`config.mk`:
```
export PLATFORM = sky130hd
export DESIGN_NAME = pid_step
export DESIGN_NICKNAME = d
export VERILOG_FILES = /design/src/pid_pkg.sv /design/src/pid_step.sv
export SDC_FILE = /design/constraint.sdc
export NUM_CORES = 2
export LEC_CHECK = 0
export BUFFER_PORTS_ARGS = -buffer_cell sky130_fd_sc_hd__buf_2
export CORE_UTILIZATION = 44
export DETAILED_ROUTE_END_ITERATION = 10
export PLACE_DENSITY_LB_ADDON = 0.2
export SETUP_SLACK_MARGIN = 0.1
export SYNTH_ARGS = -nofsm -noshare
export SYNTH_HDL_FRONTEND = slang
export SYNTH_SLANG_ARGS = --single-unit
export TNS_END_PERCENT = 1
```
`constraint.sdc`:
```
create_clock -name vclk -period 25.1
set_clock_uncertainty 0.2 [all_clocks]
set_input_delay 1.255 -clock vclk [all_inputs]
set_output_delay 1.255 -clock vclk [all_outputs]
set_load 0.02 [all_outputs]
```
`src/pid_pkg.sv`:
```
// Shared types, codes and saturating arithmetic helpers for the PID controller.
// Used by pid_cfg_regs, pid_step and pid_controller_anti_windup_unit; depends on nothing.
package pid_pkg;

	// Fixed field widths.
	localparam int ERR_W   = 16;          // error sample width
	localparam int OP_W    = ERR_W + 1;   // error sum / difference width
	localparam int COEF_W  = 32;          // Q16.16 coefficient width
	localparam int PROD_W  = COEF_W + OP_W;
	localparam int WIDE_W  = 66;          // holds any product before saturation
	localparam int ACC_W   = 64;          // saturated sum width
	localparam int INTEG_W = 48;          // integrator width
	localparam int OUT_W   = 16;          // drive and limit width
	localparam int IDX_W   = 3;           // register index width
	localparam int MODE_W  = 3;

	// Mode codes; codes above MODE_PID behave as PID.
	localparam logic [MODE_W-1:0] MODE_P   = 3'd0;
	localparam logic [MODE_W-1:0] MODE_I   = 3'd1;
	localparam logic [MODE_W-1:0] MODE_PD  = 3'd2;
	localparam logic [MODE_W-1:0] MODE_PI  = 3'd3;
	localparam logic [MODE_W-1:0] MODE_PID = 3'd4;

	// Register indexes.
	localparam logic [IDX_W-1:0] REG_MODE        = 3'd0;
	localparam logic [IDX_W-1:0] REG_PROP_GAIN   = 3'd1;
	localparam logic [IDX_W-1:0] REG_INTEG_COEFF = 3'd2;
	localparam logic [IDX_W-1:0] REG_DERIV_COEFF = 3'd3;
	localparam logic [IDX_W-1:0] REG_OUT_MAX     = 3'd4;
	localparam logic [IDX_W-1:0] REG_OUT_MIN     = 3'd5;

	// Action codes.
	localparam logic ACT_STEP  = 1'b0;
	localparam logic ACT_CLEAR = 1'b1;

	typedef struct packed {
		logic                     action;
		logic signed [ERR_W-1:0]  error_in;
	} req_t;

	typedef struct packed {
		logic signed [OUT_W-1:0]  drive_out;
		logic                     clamped;
		logic                     windup_hold;
	} rsp_t;

	typedef struct packed {
		logic [MODE_W-1:0]        mode;
		logic signed [COEF_W-1:0] prop_gain;
		logic signed [COEF_W-1:0] integ_coeff;
		logic signed [COEF_W-1:0] deriv_coeff;
		logic signed [OUT_W-1:0]  out_max;
		logic signed [OUT_W-1:0]  out_min;
	} cfg_t;

	typedef struct packed {
		logic signed [INTEG_W-1:0] integrator;
		logic signed [ERR_W-1:0]   prev_error;
		logic                      windup_flag;
	} state_t;

	localparam logic signed [ACC_W-1:0] ACC_MAX = {1'b0, {(ACC_W-1){1'b1}}};
	localparam logic signed [ACC_W-1:0] ACC_MIN = {1'b1, {(ACC_W-1){1'b0}}};

	// Saturate a wide value to the signed 64-bit range.
	function automatic logic signed [ACC_W-1:0] sat_acc(input logic signed [WIDE_W-1:0] w);
		logic signed [WIDE_W-1:0] hi;
		logic signed [WIDE_W-1:0] lo;
		hi = {{(WIDE_W-ACC_W){1'b0}}, ACC_MAX};
		lo = {{(WIDE_W-ACC_W){1'b1}}, ACC_MIN};
		if (w > hi) begin
			return ACC_MAX;
		end else if (w < lo) begin
			return ACC_MIN;
		end
		return w[ACC_W-1:0];
	endfunction

	// Saturating signed 64-bit add.
	function automatic logic signed [ACC_W-1:0] sat_add(input logic signed [ACC_W-1:0] a,
			input logic signed [ACC_W-1:0] b);
		logic signed [ACC_W:0] s;
		s = {a[ACC_W-1], a} + {b[ACC_W-1], b};
		if (s[ACC_W] != s[ACC_W-1]) begin
			return s[ACC_W] ? ACC_MIN : ACC_MAX;
		end
		return s[ACC_W-1:0];
	endfunction

	// Exact coefficient times operand, saturated to 64 bits.
	function automatic logic signed [ACC_W-1:0] mul_sat(input logic signed [COEF_W-1:0] c,
			input logic signed [OP_W-1:0] op);
		logic signed [PROD_W-1:0] p;
		p = c * op;
		return sat_acc({{(WIDE_W-PROD_W){p[PROD_W-1]}}, p});
	endfunction

	// Clamp a 64-bit value to the signed 48-bit integrator range.
	function automatic logic signed [INTEG_W-1:0] clamp_integ(input logic signed [ACC_W-1:0] v);
		logic signed [ACC_W-1:0] hi;
		logic signed [ACC_W-1:0] lo;
		hi = {{(ACC_W-INTEG_W+1){1'b0}}, {(INTEG_W-1){1'b1}}};
		lo = {{(ACC_W-INTEG_W+1){1'b1}}, {(INTEG_W-1){1'b0}}};
		if (v > hi) begin
			return hi[INTEG_W-1:0];
		end else if (v < lo) begin
			return lo[INTEG_W-1:0];
		end
		return v[INTEG_W-1:0];
	endfunction

endpackage

```
`src/pid_step.sv`:
```
// One control step of the PID controller as combinational logic: integrator update,
// term sum, clamp and windup decision. Depends on pid_pkg.
module pid_step #(
	parameter int FRAC_BITS = 16
) (
	input  pid_pkg::cfg_t   cfg,
	input  pid_pkg::state_t state,
	input  pid_pkg::req_t   req,
	output pid_pkg::state_t state_next,
	output pid_pkg::rsp_t   rsp
);

	localparam int ACC_W = pid_pkg::ACC_W;

	logic                               use_p;
	logic                               use_i;
	logic                               use_d;
	logic signed [pid_pkg::ERR_W-1:0]   e;
	logic signed [pid_pkg::OP_W-1:0]    e_sum;
	logic signed [pid_pkg::OP_W-1:0]    e_diff;
	logic signed [ACC_W-1:0]            integ_ext;
	logic signed [pid_pkg::INTEG_W-1:0] integ_upd;
	logic signed [pid_pkg::INTEG_W-1:0] integ_new;
	logic signed [ACC_W-1:0]            p_term;
	logic signed [ACC_W-1:0]            u_pd;
	logic signed [ACC_W-1:0]            u;
	logic signed [ACC_W-1:0]            hi;
	logic signed [ACC_W-1:0]            lo;
	logic signed [ACC_W-1:0]            u_floor;
	logic                               over;
	logic                               under;
	logic                               e_pos;
	logic                               e_neg;

	assign use_p = (cfg.mode != pid_pkg::MODE_I);
	assign use_i = (cfg.mode == pid_pkg::MODE_I) || (cfg.mode >= pid_pkg::MODE_PI);
	assign use_d = (cfg.mode == pid_pkg::MODE_PD) || (cfg.mode >= pid_pkg::MODE_PID);

	assign e      = req.error_in;
	assign e_sum  = {e[pid_pkg::ERR_W-1], e} +
		{state.prev_error[pid_pkg::ERR_W-1], state.prev_error};
	assign e_diff = {e[pid_pkg::ERR_W-1], e} -
		{state.prev_error[pid_pkg::ERR_W-1], state.prev_error};

	assign integ_ext = {{(ACC_W-pid_pkg::INTEG_W){state.integrator[pid_pkg::INTEG_W-1]}},
		state.integrator};
	assign integ_upd = pid_pkg::clamp_integ(pid_pkg::sat_add(integ_ext,
		pid_pkg::mul_sat(cfg.integ_coeff, e_sum)));
	assign integ_new = (use_i && !state.windup_flag) ? integ_upd : state.integrator;

	// Sum in the fixed order P, D, I with saturation after each add.
	assign p_term = use_p ? pid_pkg::mul_sat(cfg.prop_gain,
		{e[pid_pkg::ERR_W-1], e}) : '0;
	assign u_pd   = use_d ? pid_pkg::sat_add(p_term,
		pid_pkg::mul_sat(cfg.deriv_coeff, e_diff)) : p_term;
	assign u      = use_i ? pid_pkg::sat_add(u_pd,
		{{(ACC_W-pid_pkg::INTEG_W){integ_new[pid_pkg::INTEG_W-1]}}, integ_new}) : u_pd;

	assign hi = {{(ACC_W-pid_pkg::OUT_W){cfg.out_max[pid_pkg::OUT_W-1]}}, cfg.out_max}
		<<< FRAC_BITS;
	assign lo = {{(ACC_W-pid_pkg::OUT_W){cfg.out_min[pid_pkg::OUT_W-1]}}, cfg.out_min}
		<<< FRAC_BITS;
	assign over    = u > hi;
	assign under   = u < lo;
	assign u_floor = u >>> FRAC_BITS;

	assign e_neg = e[pid_pkg::ERR_W-1];
	assign e_pos = !e_neg && (e != '0);

	always_comb begin
		state_next = state;
		rsp        = '0;
		if (req.action == pid_pkg::ACT_CLEAR) begin
			state_next.integrator = '0;
			state_next.prev_error = '0;
			rsp.windup_hold       = state.windup_flag;
		end else begin
			state_next.integrator = integ_new;
			if (use_i) begin
				state_next.windup_flag = (e_pos && over) || (e_neg && under);
			end
			if (cfg.mode != pid_pkg::MODE_P) begin
				state_next.prev_error = e;
			end
			if (over) begin
				rsp.drive_out = cfg.out_max;
			end else if (under) begin
				rsp.drive_out = cfg.out_min;
			end else begin
				rsp.drive_out = u_floor[pid_pkg::OUT_W-1:0];
			end
			rsp.clamped     = over || under;
			rsp.windup_hold = state_next.windup_flag;
		end
	end

endmodule

```
==> impl_metrics.py <==
metrics = {
    "timing": {
        "max_slew_margin_pct": 19.5,
        "fin_crit_sh_pct": 95.7,
        "setup_viol_count_final": 0,
        "timing_hold_violations_final": 0,
        "fin_crit_ps": 24020,
        "max_freq_ghz": 0.0416,
        "rsz0062_at_grt": "no",
        "worst_slew_pin_slew_ps": 1200,
        "timing.hold.ws_ps": 2660,
        "slew_violations": 0,
    },
    "logic_synthesis": {
        "synth_area_leaders": "fa_1, ha_1, inv_1",
        "synth-seq-area-share_pct": 0,
        "syn_area_per_cell_sq_um": 8.30,
        "yosys-mux-area-fraction_pct": 0.478,
        "syn_nets": 10900,
        "yosysTopAreaCell": "fa_1",
        "ys_types": 111,
        "synth_top_family_by_area": "adder cells",
        "synth-simple-area-share_pct": 18.3,
        "synth.most_common_cell": "inv_1",
        "synth_area_sq_um": 71000,
        "synthAdderAreaFrac_pct": 54.5,
        "ys_warn_count": 0,
        "syn-instance-count": 8551,
        "synth_common_cells": "inv_1, fa_1, nand2_1",
        "synth_xor_area_share_pct": 3.69,
        "synth_top_area_share_pct": 43.2,
        "synth_compound_area_share_pct": 12.1,
    },
    "floorplanning": {
        "start_util_pct": 44.3,
        "die_w_um": 404,
        "dieArea_sq_um": 163000,
        "rows": 147,
        "die_h_um": 404,
        "ios": 296,
        "core_sq_um": 160000,
    },
    "run": {
        "max-cap-violations": 0,
    },
    "drt": {
        "routedWlPerCell_um": 22.6,
        "ant_nets": 0,
        "drc_errors": 0,
        "first_iter_violations": 4933,
        "post_drt_via_cell_ratio": 5.54,
        "postRouteWirelength_mm": 243,
        "firstDrtPassIters": 8,
        "via_count": 59600,
    },
    "place": {
        "place.gp.congestion": 1.01,
        "place_area_sq_um": 74900,
        "place_inst": 10800,
        "portBuffers": 296,
        "dp_hpwl_mm": 202,
    },
    "global_route": {
        "grt_use_total_pct": 30.3,
        "grt_pass1_wl_mm": 381,
        "grt_max_degree": 62,
        "overflow": 0,
        "grt_pass1_vias": 62500,
        "antenna_found_initial": 20,
    },
    "critical_path": {
        "path_class": "input pin to output port",
        "cp-end-kind": "output port",
        "slowest_delay_ps": 910,
        "crit_slowest_cell": "o21ai_0",
        "setup.worst_path.start_class": "input pin",
        "cp_max_fo": 32,
        "critPathRequiredTime_ps": 23650,
        "worst_ep_arrival_time_ps": 22570,
        "cp_common_cell": "o21ai_0",
    },
    "final_layout": {
        "drive_gt1_share_pct": 7.25,
        "final_core_util_pct": 46.9,
        "design_area_sq_um": 75300,
        "design.seq.count": 0,
        "fin_cells": 10800,
        "register_area_sq_um": 0,
        "nets": 11000,
        "syn_to_final_growth_pct": 6.02,
        "clkbuf_count": 0,
    },
    "run_status": {
        "status": "finished clean",
    },
    "hold_path": {
        "hold_path.class": "input pin to output port",
    },
    "clocking": {
        "hold_buffers": 0,
    },
}
worst paths after layout:
check                    from  endpoint  slack (ps)  cells past startpoint
worst max-delay path   req[0]    rsp[7]        1080                     89
worst min-delay path  cfg[27]   rsp[13]        2660                      3
worst max-delay path: cells and delay by family:
family	cells	cell delay (ps)
AO/OA/AOI/OAI	35	8250
XOR/XNOR	3	470
adder cells (fa/ha/maj)	13	5570
buffers and inverters	13	2580
AND/OR/NAND/NOR	25	4440
cell families (layout without fill, tap and decap cells):
kind of cell,after synthesis,in the layout
compound gates,1287,1288
xor+xnor,299,300
fa+ha+maj,2171,2171
buf+inv,2069,2114
mux,33,33
other cells,0,3
simple gates,2692,2692
routing by layer:
metal	GRT usage, %	wire, um	up-vias
met5	0	55	-
met4	7.74	7840	8
met3	4.36	19700	339
met2	46.4	106000	2332
met1	44.7	110000	30200
li1	-	-	26700
per-stage QoR:
stage / setup TNS [ps] / setup slack [ps]
after floorplan: 0 / 3340
after global placement: -625 / -47.2
after detailed placement: -6380 / -422
after CTS: 0 / 221
after global routing: 0 / 44.2
final: 0 / 1080
cells in the final DEF (no fill, tap or decap), types with 27 or more instances in the layout:
cell,instances
buf_2,296
nand3_1,79
nand4_1,61
nor2_1,339
a21oi_1,358
o211ai_1,29
mux2i_1,27
ha_1,636
o21ai_1,28
nor2b_1,200
o21a_1,65
fa_1,1533
o21bai_1,45
xor2_1,90
inv_1,1692
o21ai_0,211
nor3_1,85
a211oi_1,45
and3_1,31
a31oi_1,54
a21o_1,184
or2_2,50
nand2b_1,88
xnor2_1,187
buf_4,115
and2_1,451
nand2_1,1178
what timing repair did:
| item | CTS | global route |
|---|---|---|
| pin swaps | 0 | 3 |
| endpoints found under the hold margin | 0 | 0 |
| gates cloned | 0 | 3 |
| buffers inserted | 0 | 3 |
| gates resized for setup | 14 | 43 |
| endpoints found under the setup margin | 19 | 19 |
final cells by class:
cell class / instances / area, sq um
Tap cell: 2160 / 2700
Timing Repair Buffer: 415 / 2410
Antenna cell: 3 / 7.51
Timing Repair inverter: 1 / 5.00
Fill cell: 16100 / 85100
Inverter: 1698 / 6380
Multi-Input combinational cell: 6484 / 63800
