--- src/pid_pkg.sv ---
// Shared types, codes and saturating arithmetic helpers for the PID controller.
// Used by pid_cfg_regs, pid_step and pid_controller_anti_windup_unit; depends on nothing.
package pid_pkg;

	// Fixed field widths.
	localparam int ERR_W   = 16;          // error sample width
	localparam int OP_W    = ERR_W + 1;   // error sum / difference width
	localparam int COEF_W  = 32;          // Q16.16 coefficient width
	localparam int PROD_W  = COEF_W + OP_W;
	localparam int WIDE_W  = 66;          // holds any product before saturation
	localparam int ACC_W   = 64;          // saturated sum width
	localparam int INTEG_W = 48;          // integrator width
	localparam int OUT_W   = 16;          // drive and limit width
	localparam int IDX_W   = 3;           // register index width
	localparam int MODE_W  = 3;

	// Mode codes; codes above MODE_PID behave as PID.
	localparam logic [MODE_W-1:0] MODE_P   = 3'd0;
	localparam logic [MODE_W-1:0] MODE_I   = 3'd1;
	localparam logic [MODE_W-1:0] MODE_PD  = 3'd2;
	localparam logic [MODE_W-1:0] MODE_PI  = 3'd3;
	localparam logic [MODE_W-1:0] MODE_PID = 3'd4;

	// Register indexes.
	localparam logic [IDX_W-1:0] REG_MODE        = 3'd0;
	localparam logic [IDX_W-1:0] REG_PROP_GAIN   = 3'd1;
	localparam logic [IDX_W-1:0] REG_INTEG_COEFF = 3'd2;
	localparam logic [IDX_W-1:0] REG_DERIV_COEFF = 3'd3;
	localparam logic [IDX_W-1:0] REG_OUT_MAX     = 3'd4;
	localparam logic [IDX_W-1:0] REG_OUT_MIN     = 3'd5;

	// Action codes.
	localparam logic ACT_STEP  = 1'b0;
	localparam logic ACT_CLEAR = 1'b1;

	typedef struct packed {
		logic                     action;
		logic signed [ERR_W-1:0]  error_in;
	} req_t;

	typedef struct packed {
		logic signed [OUT_W-1:0]  drive_out;
		logic                     clamped;
		logic                     windup_hold;
	} rsp_t;

	typedef struct packed {
		logic [MODE_W-1:0]        mode;
		logic signed [COEF_W-1:0] prop_gain;
		logic signed [COEF_W-1:0] integ_coeff;
		logic signed [COEF_W-1:0] deriv_coeff;
		logic signed [OUT_W-1:0]  out_max;
		logic signed [OUT_W-1:0]  out_min;
	} cfg_t;

	typedef struct packed {
		logic signed [INTEG_W-1:0] integrator;
		logic signed [ERR_W-1:0]   prev_error;
		logic                      windup_flag;
	} state_t;

	localparam logic signed [ACC_W-1:0] ACC_MAX = {1'b0, {(ACC_W-1){1'b1}}};
	localparam logic signed [ACC_W-1:0] ACC_MIN = {1'b1, {(ACC_W-1){1'b0}}};

	// Saturate a wide value to the signed 64-bit range.
	function automatic logic signed [ACC_W-1:0] sat_acc(input logic signed [WIDE_W-1:0] w);
		logic signed [WIDE_W-1:0] hi;
		logic signed [WIDE_W-1:0] lo;
		hi = {{(WIDE_W-ACC_W){1'b0}}, ACC_MAX};
		lo = {{(WIDE_W-ACC_W){1'b1}}, ACC_MIN};
		if (w > hi) begin
			return ACC_MAX;
		end else if (w < lo) begin
			return ACC_MIN;
		end
		return w[ACC_W-1:0];
	endfunction

	// Saturating signed 64-bit add.
	function automatic logic signed [ACC_W-1:0] sat_add(input logic signed [ACC_W-1:0] a,
			input logic signed [ACC_W-1:0] b);
		logic signed [ACC_W:0] s;
		s = {a[ACC_W-1], a} + {b[ACC_W-1], b};
		if (s[ACC_W] != s[ACC_W-1]) begin
			return s[ACC_W] ? ACC_MIN : ACC_MAX;
		end
		return s[ACC_W-1:0];
	endfunction

	// Exact coefficient times operand, saturated to 64 bits.
	function automatic logic signed [ACC_W-1:0] mul_sat(input logic signed [COEF_W-1:0] c,
			input logic signed [OP_W-1:0] op);
		logic signed [PROD_W-1:0] p;
		p = c * op;
		return sat_acc({{(WIDE_W-PROD_W){p[PROD_W-1]}}, p});
	endfunction

	// Clamp a 64-bit value to the signed 48-bit integrator range.
	function automatic logic signed [INTEG_W-1:0] clamp_integ(input logic signed [ACC_W-1:0] v);
		logic signed [ACC_W-1:0] hi;
		logic signed [ACC_W-1:0] lo;
		hi = {{(ACC_W-INTEG_W+1){1'b0}}, {(INTEG_W-1){1'b1}}};
		lo = {{(ACC_W-INTEG_W+1){1'b1}}, {(INTEG_W-1){1'b0}}};
		if (v > hi) begin
			return hi[INTEG_W-1:0];
		end else if (v < lo) begin
			return lo[INTEG_W-1:0];
		end
		return v[INTEG_W-1:0];
	endfunction

endpackage

--- src/pid_cfg_regs.sv ---
// Configuration register file of the PID controller: mode, gains and output limits.
// Depends on pid_pkg for the register indexes and the cfg_t type.
module pid_cfg_regs (
	input  logic                                clk,
	input  logic                                arst_n,
	input  logic                                cfg_we,
	input  logic [pid_pkg::IDX_W-1:0]           cfg_index,
	input  logic [pid_pkg::COEF_W-1:0]          cfg_wdata,
	output pid_pkg::cfg_t                       cfg
);

	pid_pkg::cfg_t cfg_q;

	always_ff @(posedge clk or negedge arst_n) begin
		if (!arst_n) begin
			cfg_q.mode        <= pid_pkg::MODE_PID;
			cfg_q.prop_gain   <= '0;
			cfg_q.integ_coeff <= '0;
			cfg_q.deriv_coeff <= '0;
			cfg_q.out_max     <= {1'b0, {(pid_pkg::OUT_W-1){1'b1}}};
			cfg_q.out_min     <= {1'b1, {(pid_pkg::OUT_W-1){1'b0}}};
		end else if (cfg_we) begin
			case (cfg_index)
				pid_pkg::REG_MODE:        cfg_q.mode        <= cfg_wdata[pid_pkg::MODE_W-1:0];
				pid_pkg::REG_PROP_GAIN:   cfg_q.prop_gain   <= cfg_wdata;
				pid_pkg::REG_INTEG_COEFF: cfg_q.integ_coeff <= cfg_wdata;
				pid_pkg::REG_DERIV_COEFF: cfg_q.deriv_coeff <= cfg_wdata;
				pid_pkg::REG_OUT_MAX:     cfg_q.out_max     <= cfg_wdata[pid_pkg::OUT_W-1:0];
				pid_pkg::REG_OUT_MIN:     cfg_q.out_min     <= cfg_wdata[pid_pkg::OUT_W-1:0];
				default: begin
					// drop writes to unused indexes
				end
			endcase
		end
	end

	assign cfg = cfg_q;

endmodule

--- config.mk ---
export PLATFORM = sky130hd
export DESIGN_NAME = pid_cfg_regs
export DESIGN_NICKNAME = d
export VERILOG_FILES = /design/src/pid_pkg.sv /design/src/pid_cfg_regs.sv
export SDC_FILE = /design/constraint.sdc
export NUM_CORES = 1
export LEC_CHECK = 0
export BUFFER_PORTS_ARGS = -buffer_cell sky130_fd_sc_hd__buf_2
export CORE_MARGIN = 5
export CORE_UTILIZATION = 40
export DETAILED_ROUTE_END_ITERATION = 6
export PLACE_DENSITY = 0.68
export SYNTH_ARGS = -nofsm -noshare
export SYNTH_HDL_FRONTEND = slang
export SYNTH_SLANG_ARGS = --single-unit
--- constraint.sdc ---
create_clock -name clk -period 0.8 [get_ports clk]
set_input_delay 0.16 -clock clk [delete_from_list [all_inputs] [get_ports clk]]
set_output_delay 0.16 -clock clk [all_outputs]
set_load 0.01 [all_outputs]
==> results of run 1 <==
[repair_timing]
action	4_1_cts	5_1_grt
endpoints found under the setup margin	220	260
pin swaps	3	5
buffers inserted	61	44
gates resized for setup	82	100
endpoints found under the hold margin	126	0
hold buffers	10	0
cloned	7	4
[report_power, final]
| part | total [uW] | switching [uW] | leakage (uW) | internal, uW |
|---|---|---|---|---|
| sequential | 9310 | 1060 | 0.00155 | 8250 |
| clock | 7810 | 2820 | 0.000292 | 4990 |
| combinational | 7230 | 2510 | 0.00241 | 4720 |
| total | 24400 | 6390 | 0.00425 | 18000 |
[logic make-up after synthesis]
group         share of synthesized area
mux                               0.320
simple gates                     0.0143
buf+inv                          0.0250
flops                             0.640
[final cells by class]
| type | count | area, um2 |
|---|---|---|
| multi-input combinational | 137 | 1960 |
| fill | 872 | 4030 |
| clock buffer | 24 | 502 |
| timing repair buffer | 280 | 2520 |
| tap | 172 | 215 |
| clock inverter | 8 | 98.8 |
| sequential | 131 | 3300 |
[metal layers]
| layer | GRT usage | vias up |
|---|---|---|
| met4 | 0.0734 | 0 |
| li1 | - | 1574 |
| met1 | 0.241 | 1899 |
| met2 | 0.317 | 113 |
| met5 | 0 | - |
| met3 | 0.0522 | 20 |
[worst max path at each step]
stage | slack (ns) | from | cells after the start | end
2_1_floorplan | -0.33 | cfg_index[0] | 4 | cfg[21]
3_3_place_gp | -0.56 | cfg_index[1] | 4 | cfg[102]
3_5_place_dp | -0.58 | cfg_index[0] | 4 | cfg[75]
4_1_cts | -0.44 | cfg[16] | 1 | cfg[16]
5_1_grt | -0.47 | cfg[29] | 1 | cfg[29]
6_report | -0.43 | cfg[29] | 1 | cfg[29]
[cell usage in the layout (no fill, tap or decap), types with 2 or more instances in the layout]
cell,count
buf_8,7
buf_2,119
dfstp_2,17
clkinv_2,3
clkbuf_16,20
clkbuf_1,2
clkinvlp_4,2
buf_6,103
bufinv_16,2
clkbuf_8,5
mux2_2,32
and4bb_4,2
dfrtp_1,114
buf_12,14
dlygate4sd3_1,10
mux2_4,99
buf_4,23
[per-stage QoR]
step / setup WS (ns) / hold WS, ns / cell area, um2 / std cells / utilization
5_1_grt: -0.472 / 0.00376 / 8590 / 752 / 0.681
6_report: -0.428 / 0.0252 / 8590 / 752 / 0.681
4_1_cts: -0.441 / 0.000216 / 8150 / 735 / 0.646
3_5_place_dp: -0.580 / 0.176 / 6470 / 625 / 0.513
3_3_place_gp: -0.556 / 0.175 / 6470 / 625 / 0.513
2_1_floorplan: -0.326 / -0.136 / 5340 / 282 / -
==> metrics.txt, run 1 <==
Inserted Diodes=0; Sink Count=131; area share of the largest cell type after synthesis=0.554; Met3 Wirelength=726 um; DIE AREA=15300 um2; Slew @ Worst Pin=0.356 ns; share of cells above drive strength 1=0.781; Leakage=0.00425 uW; final worst slack=-0.428 ns; Rel. slew slack=0.763; startpoint types=flop; R2R cell count=3; top cells by area, synth=dfrtp_1, mux2_2, mux2_4; final count of negative-setup-slack endpoints=257; clock buffer depth=2; CP bufs+invs=1; hold path cells=2; hold crit path type=primary input to flop; endpoint type of the worst setup path=output pin; highest metal used=met4; CP Cell Sequence=buf_6; Mapped Cells=282; CP Class=flop to output pin; Slowest-stage cell, CP=dfstp_2; post-detail-place hpwl=8520 um; endpoint with the worst hold slack=cfg[112]; crit-path leading delay family=flip-flops; synth-to-layout area growth=66.7%; violated checks=negative setup slack; Port Buffers=168; number of max-cap violations=0; gr usage total=0.192; most instantiated library cell after synthesis=dfrtp_1; Initial DRC Count=177; Synth warnings=0; Post-synth top flop=dfrtp_1; largest area contributor in the netlist=dfrtp_1; grt total ovfl=0; fin crit share=1.53; Peak VDD IR=1.49 mV; crit path max fanout=2; Routed WL per cell=20.5 um; total power=24400 uW; Routability Congestion=0.754; Crit Reg-Reg Endpoint=cfg[99]; vias per inst=4.80; vias in the first global route=3827; sequential-to-total area share from yosys stat=0.640; # IOs=169; ys async rst share=1.00; status=finished with violations; #FFs+latches synth=131; M1 wire length=6510 um; data arrival time of the worst path=1.07 ns; root buf cell=clkbuf_16; synthesized cell area=5150 um2; min-delay src=cfg_wdata[16]; global-route wire length before repair=21700 um; Die W=124 um; # DRC=0; Routed met2 length=7930 um; mean cell area of the mapped netlist=18.3 um2; Post-Route WL=15400 um; R2R setup slack=-0.19 ns; total core area=12600 um2; RSZ-0062 raised after global routing=true; max reg flops=131; Clock Latency Late Sink=0.41 ns; pins over their slew limit=0; power density cells=2830 nW/um2; Routed Antenna Nets=0; Core Rows=41; Via Count=3606; CP required=0.64 ns; initial antenna violation count=0; Unique masters post-synth=13; clk slew on worst S/H paths=0.06 ns; TritonRoute pass-1 iters=4; Nets=605; Starting Density=0.408; Max Clock Skew=0 ns; EDFF count, synth=0; Setup TNS Final=-50.33 ns; worst reg2reg path startpoint=cfg[99]; pin count of the biggest net entering global routing=63; Die Ht=124 um; TritonCTS Buffers=17; syn_nets=320; Clock H-tree levels=4; Fin. Hold Viols=0; crit-path max cell delay=0.56 ns; Highest Clock Rate=0.815 GHz; synth cell count leaders=dfrtp_1, mux2_2, mux2_4; minimum clock period=1.23 ns; CTS tree=built
(Power assumes the default switching activity.)
==> run 2, diff against run 1 <==
TNS_END_PERCENT = 5   (was not set)
==> run 2 against run 1 <==
Compared with the run above:
- the run still ends with negative setup slack left
- first-iteration DRC count is 16% lower
- via count is 12% lower
- critical path depth stayed put
- register-to-register slack better by 0.16 ns
- non-clock buffer count is 73 lower
- clock skew stayed put
- utilization is 7.9 points lower
- largest cell class unchanged
==> metrics.txt, run 2 (same netlist as run 1, synthesis figures left out) <==
max reg flops=131 (unchanged); worst slack, placed=-0.593 ns (-0.0131 ns); DIE AREA=15300 um2 (unchanged); crit-path leading delay family=flip-flops; vias in the first global route=3530 (-7.8%); commonest cells after routing, fill and taps aside=buf_2, dfrtp_1, mux2_4; status=finished with violations; total power=22700 uW (-6.9%); data arrival time of the worst path=1.05 ns (-0.02 ns); CP Cell Sequence=buf_6; crit-path max cell delay=0.54 ns (-0.02 ns); final hold slack=0.0290 ns (+0.00378 ns); CP bufs+invs=1 (unchanged); Max Clock Skew=0 ns (unchanged); Highest Clock Rate=0.827 GHz (+1.5%); CP required=0.64 ns (about the same); Leakage=0.00367 uW (-14%); Starting Density=0.408 (unchanged); CP Class=flop to output pin; post-detail-place hpwl=8670 um (+1.8%); most common cell after layout, fill and taps aside=buf_2; initial antenna violation count=0 (unchanged); Sink Count=131 (unchanged); Nets=532 (-12%); CTS tree=built; Fin. Hold Viols=0 (unchanged); Routed WL per cell=18.3 um (-11%); root buf cell=clkbuf_16; startpoint types=flop; violated checks=negative setup slack; hold crit path type=primary input to flop; clk slew on worst S/H paths=0.05 ns (about the same); # IOs=169 (unchanged); Routed Antenna Nets=0 (unchanged); global-route wire length before repair=19500 um (-10%); gr usage total=0.171 (-0.0210); grt total ovfl=0 (unchanged); power density cells=2980 nW/um2 (+5.3%); Initial DRC Count=149 (-16%); Slew @ Worst Pin=0.271 ns (-0.0842 ns); fillers=966 (+11%); crit path max fanout=2 (unchanged); Rel. slew slack=0.819 (+0.0559); Routability Congestion=0.729 (-3.3%); endpoint type of the worst setup path=output pin; Setup TNS Final=-45.23 ns (+5.10 ns); synth-to-layout area growth=47.4%; Clock H-tree levels=4 (unchanged); Post-Route WL=12400 um (-19%); total core area=12600 um2 (unchanged); pins over their slew limit=0 (unchanged); TritonCTS Buffers=17 (unchanged); Port Buffers=168 (unchanged); Finished Core Util=0.602 (-0.0787); pin count of the biggest net entering global routing=40 (-37%); RSZ-0062 raised after global routing=true; vias per inst=4.69 (-2.1%); Via Count=3182 (-12%); Die Ht=124 um (unchanged); share of cells above drive strength 1=0.745 (-0.0360); Die W=124 um (unchanged); Inserted Diodes=0 (unchanged); minimum clock period=1.21 ns (-0.0183 ns); Clock Latency Late Sink=0.40 ns (about the same); final count of negative-setup-slack endpoints=218 (-15%); final worst slack=-0.409 ns (+0.0183 ns); # DRC=0 (unchanged); number of max-cap violations=0 (unchanged); Core Rows=41 (unchanged); fin crit share=1.51 (-0.0229); Slowest-stage cell, CP=dfstp_2; TritonRoute pass-1 iters=4 (unchanged); clock buffer depth=2 (unchanged); Peak VDD IR=1.25 mV (-16%)
-- run 2: changes by cell type in the layout (fill, tap and decap cells not counted), moves of 3 or more --
cell           previous run  this run
buf_6                   103        44
mux2_2                   32        53
mux2_4                   99        78
buf_4                    23        17
buf_12                   14         9
buf_8                     7         3
clkbuf_16                20        17
dlygate4sd3_1            10        13
-- run 2: metal layers --
metal,track usage,share of wire
met5,0,0
met4,0.0706,0.017
met3,0.0558,0.067
met2,0.269,0.48
met1,0.218,0.43
-- run 2: power by group --
part           leakage [uW]  internal, uW  total (uW)  switching, uW
Clock              0.000301          5290        7990           2700
Sequential          0.00155          8250        9170            924
Combinational       0.00182          3370        5510           2150
-- run 2: final cells by class --
type                            instances  area [um2]  share of cell area
Multi-Input combinational cell        137        1880               0.247
Timing Repair Buffer                  207        1580               0.208
Sequential cell                       131        3300               0.434
Clock inverter                          8         124              0.0163
Clock buffer                           23         498              0.0655
Tap cell                              172         215              0.0283
-- run 2: worst paths after layout --
path                            end     startpoint  slack, ns  cells past startpoint
max reg2reg                 cfg[29]        cfg[29]      -0.03                      2
min reg2reg                 cfg[46]        cfg[46]       0.50                      1
max                        cfg[130]       cfg[130]      -0.41                      1
min                         cfg[87]  cfg_wdata[23]       0.03                      2
min in group asynchronous  cfg[122]         arst_n       0.27                      3
max in group asynchronous   cfg[71]         arst_n       0.14                      4
-- run 2: stage by stage --
step / instances / instance area [um2]
6_report: 678 / 7600
5_1_grt: 678 / 7600
4_1_cts: 678 / 7480
3_5_place_dp: 630 / 6460
3_3_place_gp: 630 / 6460
2_1_floorplan: 282 / 5270
-- run 2: repair_timing --
action                                 4_1_cts  5_1_grt
buffers inserted                             4        0
gates cloned                                 0        0
setup endpoints to repair                  229      228
pin swaps                                    2        0
endpoints found under the hold margin      159        0
resized for setup                           45       20
hold buffers                                13        0
==> run 3, diff against run 2 <==
PLACE_DENSITY = 0.66   (was 0.68)
clock period = 1.3 ns   (was 0.8 ns; I/O delays follow)
==> run 3 against run 2 <==
Compared with the run above:
- the run still ends with negative setup slack left
- register-to-register slack gained 0.55 ns
- non-clock buffer count shrank 21
- power shrank 44%
- global-route usage shrank 1.1 points
- wire length shrank 7.4%
- sequential cell count is the same
- final area shrank 8.2%
- clock power shrank 49%
- die area is the same
- combinational power shrank 46%
- critical path type unchanged
==> metrics.txt, run 3 (same netlist as run 1, synthesis figures left out) <==
status=finished with violations; violated checks=negative setup slack; CP bufs+invs=1 (unchanged); # DRC=0 (unchanged); # IOs=169 (unchanged); clock buffer depth=2 (unchanged); most common cell after layout, fill and taps aside=buf_2; met3 Use GR=0.0489 (-0.00686); CP required=1.04 ns (+0.40 ns); post-detail-place hpwl=8480 um (-2.2%); minimum clock period=1.31 ns; met2 Resource Use GR=0.264 (-0.00510); fin crit share=1.01; TritonCTS Buffers=17 (unchanged); gr usage total=0.160 (-0.0110); fillers=1075 (+11%); Routed Antenna Nets=0 (unchanged); CP Class=flop to output pin; Clock Latency Late Sink=0.40 ns (about the same); CTS tree=built; DIE AREA=15300 um2 (unchanged); Top Usage Layer GRT=met2; Inserted Diodes=0 (unchanged); Setup TNS Final=-0.0241 ns (+45.21 ns); power density cells=1810 nW/um2 (-39%); Fin. Hold Viols=0 (unchanged); Slowest-stage cell, CP=dfstp_2; R2R cell count=1 (-1); commonest cells after routing, fill and taps aside=buf_2, dfrtp_1, mux2_2; Rel. slew slack=0.760 (-0.0588); vias in the first global route=3395 (-3.8%); Max Clock Skew=0 ns (unchanged); met1 Use GR=0.199 (-0.0188); share of cells above drive strength 1=0.747 (+0.00185); Port Buffers=168 (unchanged); crit path to=cfg[29]; CP Cell Sequence=buf_6; RSZ-0062 raised after global routing=true; grt total ovfl=0 (unchanged); stages on the worst setup path=1 (unchanged); Leakage=0.00336 uW (-8.4%); final worst slack=-0.00937 ns (+0.400 ns); Highest Clock Rate=0.764 GHz; vias per inst=4.67 (-0.43%); Peak VDD IR=0.764 mV (-39%); Post-Route WL=11500 um (-7.4%); pin count of the biggest net entering global routing=33 (-18%); worst reg2reg path startpoint=cfg[86]; Die W=124 um (unchanged); final hold slack=0.120 ns (+0.0907 ns); Starting Density=0.408 (unchanged); Routed WL per cell=17.5 um (-4.6%); clk slew on worst S/H paths=0.05 ns (about the same); Finished Core Util=0.553 (-0.0491); Sink Count=131 (unchanged); Core Rows=41 (unchanged); Nets=511 (-3.9%); total core area=12600 um2 (unchanged); max reg flops=131 (unchanged); final count of negative-setup-slack endpoints=6 (-97%); Die Ht=124 um (unchanged); Crit Reg-Reg Endpoint=cfg[86]; startpoint types=flop; Routability Congestion=0.771 (+5.8%); synth-to-layout area growth=35.4%; crit path max fanout=2 (unchanged); data arrival time of the worst path=1.05 ns (about the same); Post CTS Setup Buffer Count=0 (-4); number of max-cap violations=0 (unchanged); Initial DRC Count=124 (-17%); crit-path leading delay family=flip-flops; TritonRoute pass-1 iters=4 (unchanged); Slew @ Worst Pin=0.360 ns (+0.0887 ns); R2R setup slack=0.52 ns (+0.55 ns); global-route wire length before repair=18500 um (-4.8%); CP startpoint=cfg[29]; crit-path max cell delay=0.54 ns (about the same); initial antenna violation count=0 (unchanged); hold crit path type=primary input to flop; Via Count=3075 (-3.4%); pins over their slew limit=0 (unchanged); root buf cell=clkbuf_16; endpoint type of the worst setup path=output pin; Clock H-tree levels=4 (unchanged)
[run 3: repair_timing]
action                                  in CTS  in global routing
resized for setup                           21                  0
endpoints found under the hold margin       18                  0
endpoints found under the setup margin      17                 17
cloned                                       0                  0
hold buffers                                 1                  0
[run 3: area by class of cell]
cell class	count	area, um2	share of cell area
clock buffer	26	479	0.0687
sequential	131	3300	0.473
timing repair buffer	186	1210	0.174
tap	172	215	0.0308
clock inverter	6	32.5	0.00466
multi-input combinational	137	1740	0.249
[run 3: how the worst min path moves through the flow]
stage                              from  endpoint  slack (ns)  cells past startpoint
after detailed placement         arst_n   cfg[59]        0.21                      1
after CTS                 cfg_wdata[24]   cfg[88]        0.09                      2
final                     cfg_wdata[25]   cfg[89]        0.12                      2
after floorplan                  arst_n    cfg[0]       -0.04                      0
after global routing      cfg_wdata[24]   cfg[88]        0.10                      2
after global placement           arst_n   cfg[59]        0.20                      1
[run 3: where the power goes]
group          switching (uW)  internal [uW]  leakage, uW
Combinational            1270           1680      0.00156
Clock                    1580           2520     0.000252
Sequential                509           5070      0.00155
Total                    3360           9270      0.00336
[run 3: routing by layer]
metal / share of wire / wire, um
met2: 0.52 / 5990
met3: 0.058 / 669
met4: 0.016 / 187
met1: 0.41 / 4660
met5: 0 / 0
[run 3: per-stage QoR]
stage	std cells	total power [uW]	instance area (um2)	worst slack, ns
2_1_floorplan	282	7050	5150	0.0562
3_3_place_gp	625	8400	6350	-0.141
3_5_place_dp	625	8490	6350	-0.163
4_1_cts	658	12800	6980	-0.0398
5_1_grt	658	13300	6980	-0.0528
6_report	658	12600	6980	-0.00937
